## src/rtl/rgbed_pkg.sv

```systemverilog
// ----------------------------------------------------------------------------
// rgbed_pkg
// Shared widths, constants and types of the RGB888 to RGB555 error diffusion
// converter.
// ----------------------------------------------------------------------------
package rgbed_pkg;

  localparam int MAX_WIDTH_DEF = 2048;

  localparam int             ROW_W_W     = 12;
  localparam logic [11:0]    ROW_W_RESET = 12'd640;

  localparam int PIX_W  = 8;
  localparam int ACC_W  = 8;
  localparam int Q_W    = 4;
  localparam int V5_W   = 5;
  localparam int NUM_CH = 3;
  localparam int OUT_W  = NUM_CH * V5_W;
  localparam int WORD_W = NUM_CH * ACC_W;

  typedef logic [NUM_CH-1:0][Q_W-1:0] qvec_t;

  typedef struct packed {
    logic  last;
    logic  bank;
    qvec_t q0;
    qvec_t q1;
    qvec_t q2;
  } rgbed_step_t;

  function automatic logic [ACC_W-1:0] sext_q(input logic [Q_W-1:0] q);
    return {{(ACC_W-Q_W){q[Q_W-1]}}, q};
  endfunction

endpackage

```

## src/rtl/rgbed_quant.sv

```systemverilog
// ----------------------------------------------------------------------------
// rgbed_quant
// One channel: add diffused error, saturate, quantize to 5 bits and form the
// quantization error.
// ----------------------------------------------------------------------------
module rgbed_quant import rgbed_pkg::*; (
  input  logic [PIX_W-1:0] pix,
  input  logic [ACC_W-1:0] acc_mem,
  input  logic [Q_W-1:0]   q_left,
  output logic [V5_W-1:0]  v5,
  output logic [Q_W-1:0]   q
);

  localparam int DIV_SH = 4;

  localparam logic [PIX_W-1:0] LEVEL_TBL [32] = '{
    8'd0,   8'd8,   8'd16,  8'd24,  8'd32,  8'd41,  8'd49,  8'd57,
    8'd65,  8'd74,  8'd82,  8'd90,  8'd98,  8'd106, 8'd115, 8'd123,
    8'd131, 8'd139, 8'd148, 8'd156, 8'd164, 8'd172, 8'd180, 8'd189,
    8'd197, 8'd205, 8'd213, 8'd222, 8'd230, 8'd238, 8'd246, 8'd255
  };

  logic [ACC_W-1:0]      left8;
  logic [ACC_W-1:0]      acc;
  logic [ACC_W:0]        biased;
  logic [ACC_W-DIV_SH:0] e;
  logic [PIX_W+1:0]      sum;
  logic [PIX_W-1:0]      val;
  logic [PIX_W:0]        diff;

  always_comb begin
    left8  = sext_q(q_left);
    acc    = acc_mem + ((left8 << 3) - left8);
    // round toward zero: bias negative values before the shift
    biased = {acc[ACC_W-1], acc}
           + (acc[ACC_W-1] ? (ACC_W+1)'((1 << DIV_SH) - 1) : '0);
    e      = biased[ACC_W:DIV_SH];
    sum    = {2'b00, pix} + {{(PIX_W+2-(ACC_W+1-DIV_SH)){e[ACC_W-DIV_SH]}}, e};
    if (sum[PIX_W+1]) begin
      val = '0;
    end else if (sum[PIX_W]) begin
      val = '1;
    end else begin
      val = sum[PIX_W-1:0];
    end
    v5   = val[PIX_W-1 -: V5_W];
    diff = {1'b0, val} - {1'b0, LEVEL_TBL[v5]};
    q    = diff[Q_W-1:0];
  end

endmodule

```

## config.mk

```make
export PLATFORM = sky130hd
export DESIGN_NAME = rgbed_quant
export DESIGN_NICKNAME = d
export VERILOG_FILES = /design/src/rtl/rgbed_pkg.sv /design/src/rtl/rgbed_quant.sv
export SDC_FILE = /design/constraint.sdc
export NUM_CORES = 1
export LEC_CHECK = 0
export BUFFER_PORTS_ARGS = -buffer_cell sky130_fd_sc_hd__buf_2
export CORE_ASPECT_RATIO = 1.1
export CORE_MARGIN = 2
export CORE_UTILIZATION = 56
export DETAILED_ROUTE_END_ITERATION = 16
export PLACE_DENSITY = 0.8
export SKIP_LAST_GASP = 1
export SLEW_MARGIN = 10
export SYNTH_ARGS = -nofsm -noshare
export SYNTH_HDL_FRONTEND = slang
export SYNTH_SLANG_ARGS = --single-unit
```

## constraint.sdc

```tcl
create_clock -name vclk -period 17.3
set_clock_uncertainty 0.15 [all_clocks]
set_input_delay 1.73 -clock vclk [all_inputs]
set_output_delay 1.73 -clock vclk [all_outputs]
set_load 0.03 [all_outputs]
```

==> metrics.csv <==
metric,value,unit
overflow,0,
initial_core_util,57.7,%
cp_max_fo,6,
status,"finished, final reports clean",
fin_nets,241,
antenna_found_initial,0,
grt_start_max_net_pins,11,
tightest_slew,0.598,ns
synth_top_family_by_area,adder cells,
grt_usage,22.3,%
crit_start,q_left[3],
yosys.area_share.simple,16.0,%
diodes,0,
core_area,2180,um^2
nClkBuffers,0,
ff_latch_area,0,um^2
yosys.area_share.adder,32.3,%
cts_resized,0,
worstHoldStart,pix[5],
ctsHoldBuffers,0,
critPathCaptureType,output port,
drt_pass1_iterations,4,
yosysMostFrequentCell,inv_1,
grt_first_pass_wirelength,4.71,mm
io_buffers,29,
slew_headroom,59.9,%
antenna_left,0,
muxShareOfSynthArea,0,%
place_hpwl,2.48,mm
rsz0062_at_grt,false,
cp.arrival,7.72,ns
cts_setup_buffers,0,
synth.area.top_cells,"ha_1, fa_1, xnor2_1, inv_1, a21oi_1",
hold_class,input port to output port,
die_w,49.3,um
drc,0,
vias_per_cell,5.78,
place.gp.congestion,0.872,
drive_gt1_share,18.9,%
seq_cell_count,0,
synth_xor_area_share,13.9,%
drv_cap,0,
netlist_area,1260,um^2
ys_types,42,
synth_nets,210,
yosysWarnings,0,
hold_path_depth,5,
min_to,v5[2],
netlist_instances,161,
maxSlewViolCount,0,
synth_top_area_share,22.8,%
vias,1272,
finalHoldViolCount,0,
placementRows,18,
dieArea,2650,um^2
finalCriticalPeriod,9.60,ns
drtIter0Drc,19,
area_delta_synth_final,14.5,%
wl_per_cell,12.7,um
yosys.area.top_type,ha_1,
crit_type,input port to output port,
cp-start-kind,input port,
grt_pass1_vias,1208,
seq_area_frac_synth,0,%
boundaryPins,29,
syn_avg_cell_area,7.83,um^2
crit_required,15.42,ns
totalWireLength,2.78,mm
synth_compound_area_share,29.8,%
post-route-period-util,55.5,%
max_freq,104,MHz
setup_tns,0,ns
synth_common_cells,"inv_1, ha_1, a21oi_1",
die_height,53.8,um
setup_viol,0,
routing by layer:
layer,vias to the layer above,share of wire [%],track usage [%]
li1,644,-,-
met1,588,41,22.8
met2,36,54,48.2
met3,4,2.7,0.556
met4,0,2.0,8.57
met5,-,0,0
cells by family after synthesis:
logic type / Yosys count
buffers and inverters: 27
AND/OR/NAND/NOR: 33
XOR/XNOR: 20
adder cells (fa/ha/maj): 29
AO/OA/AOI/OAI: 52
critical path: stages:
cell and delay, ns:
buf_2 0.14, inv_1 0.09, fa_1 0.43, ha_1 0.35, nor2b_1 0.16, o221ai_1 0.19, a21oi_1 0.11, xnor2_1 0.37
nand2_1 0.15, inv_1 0.10, nand2_1 0.07, xnor2_1 0.23, inv_1 0.10, fa_1 0.43, nor2b_1 0.17, o31a_1 0.21
nor2_1 0.09, o31ai_2 0.46, and4_2 0.34, o22ai_1 0.11, a2111oi_0 0.54, nor4_1 0.10, a21o_1 0.17, ha_1 0.17
inv_1 0.08, fa_1 0.41, buf_2 0.19
through the flow:
stage / instance area (um^2) / hold WS, ns / cells / worst slack [ns] / util [%]
floorplan: 1260 / 3.87 / 161 / 8.34 / -
global placement: 1440 / 4.02 / 220 / 7.99 / 66.1
detailed placement: 1440 / 4.02 / 220 / 7.70 / 66.1
CTS: 1440 / 4.02 / 220 / 7.70 / 66.1
global route: 1440 / 4.08 / 220 / 7.17 / 66.1
finish: 1440 / 4.02 / 220 / 7.70 / 66.1
layout make-up:
class              count  area (um^2)
repair buffers        29          145
well taps             30         37.5
multi-input cells    134         1160
fillers              214          741
inverters             27          101
worst max path at each step:
stage / to / cells past startpoint / slack, ns
3_3_place_gp: q[1] / 27 / 7.99
5_1_grt: q[1] / 27 / 7.17
3_5_place_dp: q[1] / 27 / 7.70
6_report: q[1] / 27 / 7.70
2_1_floorplan: q[3] / 25 / 8.34
4_1_cts: q[1] / 27 / 7.70
layout by cell type, fill, tap and decap left out, types with 2 or more instances in the layout:
| master | instances |
|---|---|
| a211oi_1 | 3 |
| a21o_1 | 4 |
| a21oi_1 | 15 |
| buf_2 | 29 |
| fa_1 | 6 |
| ha_1 | 23 |
| inv_1 | 27 |
| nand2_1 | 4 |
| nand2b_1 | 2 |
| nand3_1 | 2 |
| nor2_1 | 9 |
| nor2b_1 | 2 |
| nor3b_1 | 2 |
| nor4_1 | 3 |
| o21a_1 | 3 |
| o21ai_0 | 5 |
| o21ai_1 | 2 |
| o21bai_1 | 2 |
| o22ai_1 | 3 |
| o31a_1 | 2 |
| o31ai_1 | 2 |
| xnor2_1 | 12 |
| xor2_1 | 8 |
Power is left out: the tool's default activity adds up to more than one toggle a clock period on the data nets, which glitch-free logic cannot reach.
