===== src/rtl/rgbed_pkg.sv =====
// ----------------------------------------------------------------------------
// rgbed_pkg
// Shared widths, constants and types of the RGB888 to RGB555 error diffusion
// converter.
// ----------------------------------------------------------------------------
package rgbed_pkg;

  localparam int MAX_WIDTH_DEF = 2048;

  localparam int             ROW_W_W     = 12;
  localparam logic [11:0]    ROW_W_RESET = 12'd640;

  localparam int PIX_W  = 8;
  localparam int ACC_W  = 8;
  localparam int Q_W    = 4;
  localparam int V5_W   = 5;
  localparam int NUM_CH = 3;
  localparam int OUT_W  = NUM_CH * V5_W;
  localparam int WORD_W = NUM_CH * ACC_W;

  typedef logic [NUM_CH-1:0][Q_W-1:0] qvec_t;

  typedef struct packed {
    logic  last;
    logic  bank;
    qvec_t q0;
    qvec_t q1;
    qvec_t q2;
  } rgbed_step_t;

  function automatic logic [ACC_W-1:0] sext_q(input logic [Q_W-1:0] q);
    return {{(ACC_W-Q_W){q[Q_W-1]}}, q};
  endfunction

endpackage


===== src/rtl/rgbed_spread.sv =====
// ----------------------------------------------------------------------------
// rgbed_spread
// Next-row write-back: sums the 1/5/3 weighted errors of three neighboring
// pixels and writes each next-row entry once.
// ----------------------------------------------------------------------------
module rgbed_spread import rgbed_pkg::*; #(
  parameter int COL_W = $clog2(MAX_WIDTH_DEF)
) (
  input  logic              clk,
  input  logic              rst,
  input  logic              step,
  input  logic [COL_W-1:0]  step_col,
  input  rgbed_step_t       step_info,
  input  logic [COL_W-1:0]  rd_col,
  input  logic              rd_bank,
  output logic              conflict,
  output logic              we,
  output logic [COL_W:0]    waddr,
  output logic [WORD_W-1:0] wdata
);

  logic                          c_valid;
  logic [COL_W-1:0]              c_col;
  rgbed_step_t                   c_info;
  logic                          d_valid;
  logic [COL_W-1:0]              d_col;
  logic                          d_bank;
  logic [NUM_CH-1:0][ACC_W-1:0]  d_word;

  logic                          c_we;
  logic [NUM_CH-1:0][ACC_W-1:0]  c_word;
  logic [NUM_CH-1:0][ACC_W-1:0]  d_word_next;
  logic [ACC_W-1:0]              e0 [NUM_CH];
  logic [ACC_W-1:0]              e1 [NUM_CH];
  logic [ACC_W-1:0]              e2 [NUM_CH];
  logic                          c_in_range;

  always_comb begin
    c_in_range = 1'b1;
    for (int ch = 0; ch < NUM_CH; ch++) begin
      e0[ch] = sext_q(c_info.q0[ch]);
      e1[ch] = sext_q(c_info.q1[ch]);
      e2[ch] = sext_q(c_info.q2[ch]);
      c_word[ch]      = e2[ch] + ((e1[ch] << 2) + e1[ch]) + ((e0[ch] << 1) + e0[ch]);
      d_word_next[ch] = e1[ch] + ((e0[ch] << 2) + e0[ch]);
      c_in_range      = c_in_range && (c_word[ch][ACC_W-1] == c_word[ch][ACC_W-2]);
    end
    c_we = c_valid && (c_col != '0);
    conflict = (c_valid && (c_info.bank == rd_bank)
                && (((c_col != '0) && (c_col - COL_W'(1) == rd_col))
                    || (c_info.last && (c_col == rd_col))))
             || (d_valid && (d_bank == rd_bank) && (d_col == rd_col));
    we = c_we || d_valid;
    if (d_valid) begin
      waddr = {d_bank, d_col};
      wdata = d_word;
    end else begin
      waddr = {c_info.bank, COL_W'(c_col - COL_W'(1))};
      wdata = c_word;
    end
  end

  always_ff @(posedge clk) begin
    if (rst) begin
      c_valid <= 1'b0;
      d_valid <= 1'b0;
    end else begin
      c_valid <= step;
      d_valid <= c_valid && c_info.last;
    end
  end

  always_ff @(posedge clk) begin
    if (step) begin
      c_col  <= step_col;
      c_info <= step_info;
    end
    d_col  <= c_col;
    d_bank <= c_info.bank;
    d_word <= d_word_next;
  end

  a_single_write: assert property (@(posedge clk) disable iff (rst)
    !(c_we && d_valid))
    else $error("row-end write collides with a left-neighbor write");

  a_row_restart: assert property (@(posedge clk) disable iff (rst)
    (d_valid && c_valid) |-> (c_col == '0))
    else $error("item after a row end is not at column zero");

  a_sum_range: assert property (@(posedge clk) disable iff (rst)
    c_we |-> c_in_range)
    else $error("next-row error sum out of range");

endmodule


===== config.mk =====
export PLATFORM = sky130hd
export DESIGN_NAME = rgbed_spread
export DESIGN_NICKNAME = d
export VERILOG_FILES = /design/src/rtl/rgbed_pkg.sv /design/src/rtl/rgbed_spread.sv
export SDC_FILE = /design/constraint.sdc
export NUM_CORES = 1
export LEC_CHECK = 0
export BUFFER_PORTS_ARGS = -buffer_cell sky130_fd_sc_hd__buf_2
export CAP_MARGIN = 10
export CORE_MARGIN = 4
export CORE_UTILIZATION = 40
export DETAILED_ROUTE_END_ITERATION = 7
export GPL_ROUTABILITY_DRIVEN = 1
export PLACE_DENSITY_LB_ADDON = 0.1
export SLEW_MARGIN = 30
export SYNTH_ARGS = -nofsm -noshare
export SYNTH_HDL_FRONTEND = slang
export SYNTH_SLANG_ARGS = --single-unit

===== constraint.sdc =====
create_clock -name clk -period 5.85 [get_ports clk]
set_clock_uncertainty 0.15 [all_clocks]
set_input_delay 0.585 -clock clk [delete_from_list [all_inputs] [get_ports clk]]
set_output_delay 0.585 -clock clk [all_outputs]
set_load 0.1 [all_outputs]

==> impl_metrics.yaml, run 1 <==
route:
  drtAntennaViolNets: 0
  drc: 0
  wl_per_cell_um: 14.7
  firstDrtPassIters: 4
  wl_um: 11600
  drt_iter0_markers: 120
  vias: 3753
  routed_via_density: 4.74
timing:
  slew_viol_final: 0
  setup_viol_count_final: 0
  worst_pin_slew_ns: 0.688
  min_period_ns: 4.57
  rsz0062_at_grt: "no"
  tns_ns: 0
  hold_violations: 0
  relSlewSlack: 0.541
  fmax_mhz: 219
  period_share: 0.781
global_routing:
  grt_overflow: 0
  grt_pass1_wl_um: 19100
  antenna_found_initial: 0
  grt_pass1_vias: 4000
  grt_max_degree: 62
  track_usage: 0.148
pwr:
  switching_power_uw: 1970
  vdd_ir_drop_max_v: 0.000468
  pwr-share-comb: 0.605
  pwr_density_cell_nw_per_um2: 525
  p_int_uw: 1630
  seq_power_share: 0.224
  switching_share: 0.546
  finalPower_uw: 3600
  clkPwrFrac: 0.170
  leakagePower_uw: 0.00313
clock_network:
  cts-root-buf: "clkbuf_16"
  clock_path_buffers: 2
  hold_buffers: 0
  clk_latency_ns: 0.34
  cts_htree_levels: 3
  cts_inserted_buffers: 9
  cts_tree: "built"
  post-cts-setup-buffers: 0
  cts_resized: 0
  clk_pin_slew_ns: 0.06
  cts.sinks: 87
layout:
  area_growth_pct: 17.3
  antennaDiodeCount: 0
  nets: 778
  drive_gt1_frac: 0.219
yosys:
  synth_edf_count: 49
  synth-async-reset-ratio: 0
  ys_seq_elements: 87
  syn_inst: 504
  avgSynthCellArea_um2: 11.6
  ys_warn_count: 0
  synthTopCellsByArea: "edfxtp_1, fa_1, ha_1"
  yosys_most_used_dff: "edfxtp_1"
  yosysSeqAreaShare: 0.383
  synth_fp_nets: 675
  synth.distinct_cells: 39
  synth_top_area_frac: 0.252
  synth_area_leader_cell: "edfxtp_1"
  synthesis.area_um2: 5830
floorplanning:
  pin_count: 102
  coreArea_um2: 14100
  fp.dieW_um: 129
  die_area_um2: 16600
  row_count: 43
  die_h_um: 129
  start_util: 0.414
placed_design:
  hpwlAfterDp_um: 9050
  gp_congestion: 0.811
  portBuffers: 101
min_path:
  min_to: "d_valid"
  worstHoldPathType: "primary input to flip-flop"
  hold_start: "rst"
  min_path_cells: 2
setup_path:
  r2r-end: "d_word[23]"
  crit_path_max_fanout: 5
  cp.arrival_ns: 3.83
  critPathRequiredTime_ns: 5.12
  r2r_slack_ns: 3.23
  crit-reg2reg-launch: "c_info[34]"
  end_kind: "output pin"
  start_kind: "flip-flop"
  reg2reg_depth: 7
  timing.setup.critical_path_class: "flip-flop to output pin"
status:
  outcome: "finished, final reports clean"
job:
  cap_violations: 0
flip-flops by register name, summed over array words and instances (netlist names):
register and count:
d_word 24, d_col 11, c_valid 1, c_col 11, d_valid 1, c_info 38, d_bank 1
how the worst max path moves through the flow:
| stage | from | end | slack (ns) | cells after the start |
|---|---|---|---|---|
| after global routing | c_info[33] | wdata[23] | 0.98 | 12 |
| after global placement | c_info[33] | wdata[22] | 1.69 | 12 |
| final | c_info[29] | wdata[14] | 1.28 | 12 |
| after detailed placement | c_info[33] | wdata[22] | 1.65 | 12 |
| after floorplan | c_info[33] | wdata[22] | 0.28 | 11 |
| after CTS | c_info[33] | wdata[22] | 1.24 | 12 |
critical path, cell delays in order (launching register included):
cell and delay [ns]:
edfxtp_1 0.51, ha_1 0.27, fa_1 0.49, inv_1 0.05, fa_1 0.47, inv_1 0.04
ha_1 0.22, fa_1 0.41, a21o_1 0.18, a21oi_1 0.16, xor2_1 0.08, o21ai_0 0.15
buf_2 0.45
metal layers:
metal / routed length [µm] / GRT usage / vias to the layer above
li1: - / - / 1900
met1: 5180 / 0.186 / 1770
met2: 5720 / 0.249 / 69
met3: 481 / 0.0274 / 14
met4: 233 / 0.0630 / 0
met5: 0 / 0 / -
per-stage QoR:
stage | hold WS (ns) | area (µm²) | std cells | setup slack [ns] | utilization
2_1_floorplan | 0.193 | 5830 | 504 | 0.284 | -
3_3_place_gp | 0.252 | 6540 | 776 | 1.69 | 0.464
3_5_place_dp | 0.260 | 6540 | 776 | 1.65 | 0.464
4_1_cts | 0.236 | 6850 | 792 | 1.24 | 0.486
5_1_grt | 0.240 | 6850 | 792 | 0.984 | 0.486
6_report | 0.252 | 6850 | 792 | 1.28 | 0.486
power groups by stage:
stage                     Combinational (µW)  Sequential [µW]  Clock (µW)
after floorplan                         1850              802           0
after global routing                    2330              821         660
after CTS                               2210              810         638
final                                   2180              807         613
after detailed placement                2200              822           0
after global placement                  2180              820           0
final cells by class:
class / instances / area [µm²]
clock inverters: 4 / 72.6
fillers: 1318 / 7250
multi-input cells: 338 / 3300
inverters: 68 / 255
well taps: 180 / 225
repair buffers: 103 / 520
flip-flops and latches: 87 / 2230
clock buffers: 12 / 236
placed cells by master (no fill, tap or decap), types with 2 or more instances in the layout:
master,instances
a21o_1,15
a21oi_1,22
buf_2,101
buf_4,2
bufinv_16,2
clkbuf_1,3
clkbuf_16,9
dfxtp_1,37
edfxtp_1,49
fa_1,45
ha_1,62
inv_1,68
mux2_2,12
nand2_1,31
nand3_1,6
nand4_1,2
nor2_1,7
nor2b_1,4
nor4_1,3
nor4_4,2
o21ai_0,27
o21ai_1,2
o21bai_1,4
o22ai_1,2
xnor2_1,46
xor2_1,30
cell families (layout without fill, tap and decap cells):
family	count (synthesis)	after routing	synth area share
and+or+nand+nor	63	63	0.0588
adders and majority gates	107	107	0.287
AOI/OAI and AO/OA	79	79	0.0811
buffers and inverters	79	187	0.0513
xor gates and xnor gates	76	76	0.114
muxes	13	13	0.0249
DFF	87	87	0.383
cell usage after synthesis, drive strengths merged (4+ instances only):
cell,number
nor2b,4
nand3,6
edfxtp,49
o21bai,4
inv,68
o21ai,29
a21o,15
xnor2,46
nand2,31
xor2,30
mux2,12
a21oi,22
clkbuf,9
nor2,7
fa,45
ha,62
nor4,5
dfxtp,38
Power figures use the tool's default switching activity.
==> run 2: changes to the inputs <==
==> constraint.sdc (replaced) <==
create_clock -name clk -period 3.7 [get_ports clk]
set_clock_uncertainty 0.15 [all_clocks]
set_input_delay 0.37 -clock clk [delete_from_list [all_inputs] [get_ports clk]]
set_output_delay 0.37 -clock clk [all_outputs]
set_load 0.1 [all_outputs]
==> run 2 against run 1 <==
Compared with the run above:
- the run now ends with setup timing left
- combinational power rose by 120%
- die area did not move
- via count rose by 4.7%
- hold slack got worse by 0.21 ns
- setup slack got worse by 1.5 ns
- sequential power rose by 56%
- clock power rose by 62%
- first-iteration DRC count rose by 5.0%
- clock-buffer cell count fell by 3
- critical endpoint is now wdata[23]
==> impl_metrics.yaml, run 2 (same netlist as run 1, synthesis figures left out) <==
status:
  outcome: "finished with violations"
  violations: "setup timing"
floorplanning:
  fp.dieW_um: 129
  die_h_um: 129
  row_count: 43
  coreArea_um2: 14100
  die_area_um2: 16600
  start_util: 0.414
  pin_count: 102
route:
  wl_per_cell_um: 14.8
  routed_via_density: 4.78
  firstDrtPassIters: 4
  drt_iter0_markers: 126
  vias: 3930
  drc: 0
  wl_um: 12100
  drtAntennaViolNets: 0
setup_path:
  cp_slowest_cell: "fa_1"
  cp.arrival_ns: 3.39
  crit_path_max_fanout: 2
  crit_top_cell: "fa_1"
  timing.setup.critical_path_class: "flip-flop to output pin"
  start_kind: "flip-flop"
  critPathRequiredTime_ns: 3.18
  path_cells: "ha_2 > fa_1 > xnor2_2 > fa_1 > inv_1 > ha_1 > a21o_1 > a21oi_2 > o21ai_1 > xnor2_1 > o21ai_4 > buf_12"
  slowest_delay_ns: 0.47
  end_kind: "output pin"
placed_design:
  dp_cells: 792
  gp_congestion: 0.766
  hpwlAfterDp_um: 9390
  portBuffers: 101
global_routing:
  grt_pass1_vias: 4214
  grt_overflow: 0
  grt_pass1_wl_um: 20200
  track_usage: 0.155
  grt_max_degree: 42
  antenna_found_initial: 1
timing:
  min_period_ns: 3.91
  hold_violations: 0
  setup_viol_count_final: 10
  slew_viol_final: 0
  fmax_mhz: 256
  worst_slack_ns: -0.209
  rsz0062_at_grt: "yes"
  period_share: 1.06
  relSlewSlack: 0.631
  worst_pin_slew_ns: 0.549
clock_network:
  cts_tree: "built"
  cts.sinks: 87
  cts_inserted_buffers: 9
  clk_latency_ns: 0.35
  cts_htree_levels: 3
  clock_path_buffers: 2
  cts-root-buf: "clkbuf_16"
  hold_buffers: 0
  clk_pin_slew_ns: 0.07
pwr:
  switching_share: 0.499
  vdd_ir_drop_max_v: 0.000795
  p_int_uw: 3530
  clkPwrFrac: 0.141
  pwr_density_cell_nw_per_um2: 919
  finalPower_uw: 7040
  leakagePower_uw: 0.00344
  pwr-share-comb: 0.679
  switching_power_uw: 3510
  seq_power_share: 0.179
layout:
  area_growth_pct: 31.4
  largest_register_ffs: 38
  final.fill_count: 1223
  antennaDiodeCount: 0
  layoutNonFillerInstCount: 822
  nets: 808
  drive_gt1_frac: 0.330
  top_register: "c_info"
  top_regs: "c_info x38, d_word x24"
  final_cell_mix: "buf_2, inv_1, ha_1"
  final_common_cell: "buf_2"
min_path:
  worstHoldPathType: "primary input to flip-flop"
job:
  cap_violations: 0
[run 2: layer usage]
metal | vias up | track usage | share of wire
met4 | 2 | 0.0605 | 0.019
met5 | - | 0 | 0.0012
met3 | 18 | 0.0332 | 0.043
li1 | 1959 | - | -
met2 | 74 | 0.262 | 0.49
met1 | 1877 | 0.195 | 0.45
[run 2: worst paths after layout]
check / from / end / slack, ns / cells past startpoint
max reg2reg: c_info[32] / d_word[23] / 0.89 / 10
min: step_info[21] / c_info[21] / 0.04 / 1
max: c_info[32] / wdata[23] / -0.21 / 12
min reg2reg: c_info[36] / d_bank / 0.28 / 0
[run 2: critical path: cells and delay by family, from the launching register on]
| kind | cells | cell delay [ns] |
|---|---|---|
| xor+xnor | 2 | 0.32 |
| compound gates | 4 | 0.64 |
| fa+ha+maj | 4 | 1.40 |
| flops | 1 | 0.40 |
| buf+inv | 2 | 0.27 |
[run 2: repair_timing]
action                                  in CTS  in global routing
endpoints found under the setup margin      12                 14
pin swaps                                   19                  9
setup buffers                                8                  6
resized for setup                           19                 11
[run 2: through the flow]
| step | TNS (ns) | worst slack [ns] | cell area (µm²) | utilization | hold slack [ns] |
|---|---|---|---|---|---|
| final | -1.49 | -0.209 | 7660 | 0.544 | 0.0446 |
| after global routing | -3.28 | -0.364 | 7660 | 0.544 | 0.0226 |
| after CTS | -1.49 | -0.208 | 7560 | 0.536 | 0.0291 |
| after detailed placement | 0 | 0.0798 | 7060 | 0.501 | 0.268 |
| after global placement | 0 | 0.0835 | 7050 | 0.500 | 0.255 |
| after floorplan | -0.238 | -0.117 | 6010 | - | 0.193 |
[run 2: power groups by stage]
stage,Combinational (µW),Sequential [µW],Clock [µW]
3_3_place_gp,4490,1280,0
3_5_place_dp,4490,1280,0
4_1_cts,4720,1260,1030
6_report,4780,1260,996
5_1_grt,5060,1280,1080
2_1_floorplan,3210,1270,0
[run 2: cell type report]
type | instances | area, µm² | share of cell area
Multi-Input combinational cell | 338 | 3640 | 0.475
Inverter | 68 | 255 | 0.0333
Clock inverter | 7 | 97.6 | 0.0127
Tap cell | 180 | 225 | 0.0294
Timing Repair Buffer | 133 | 985 | 0.128
Clock buffer | 9 | 225 | 0.0294
Sequential cell | 87 | 2230 | 0.291
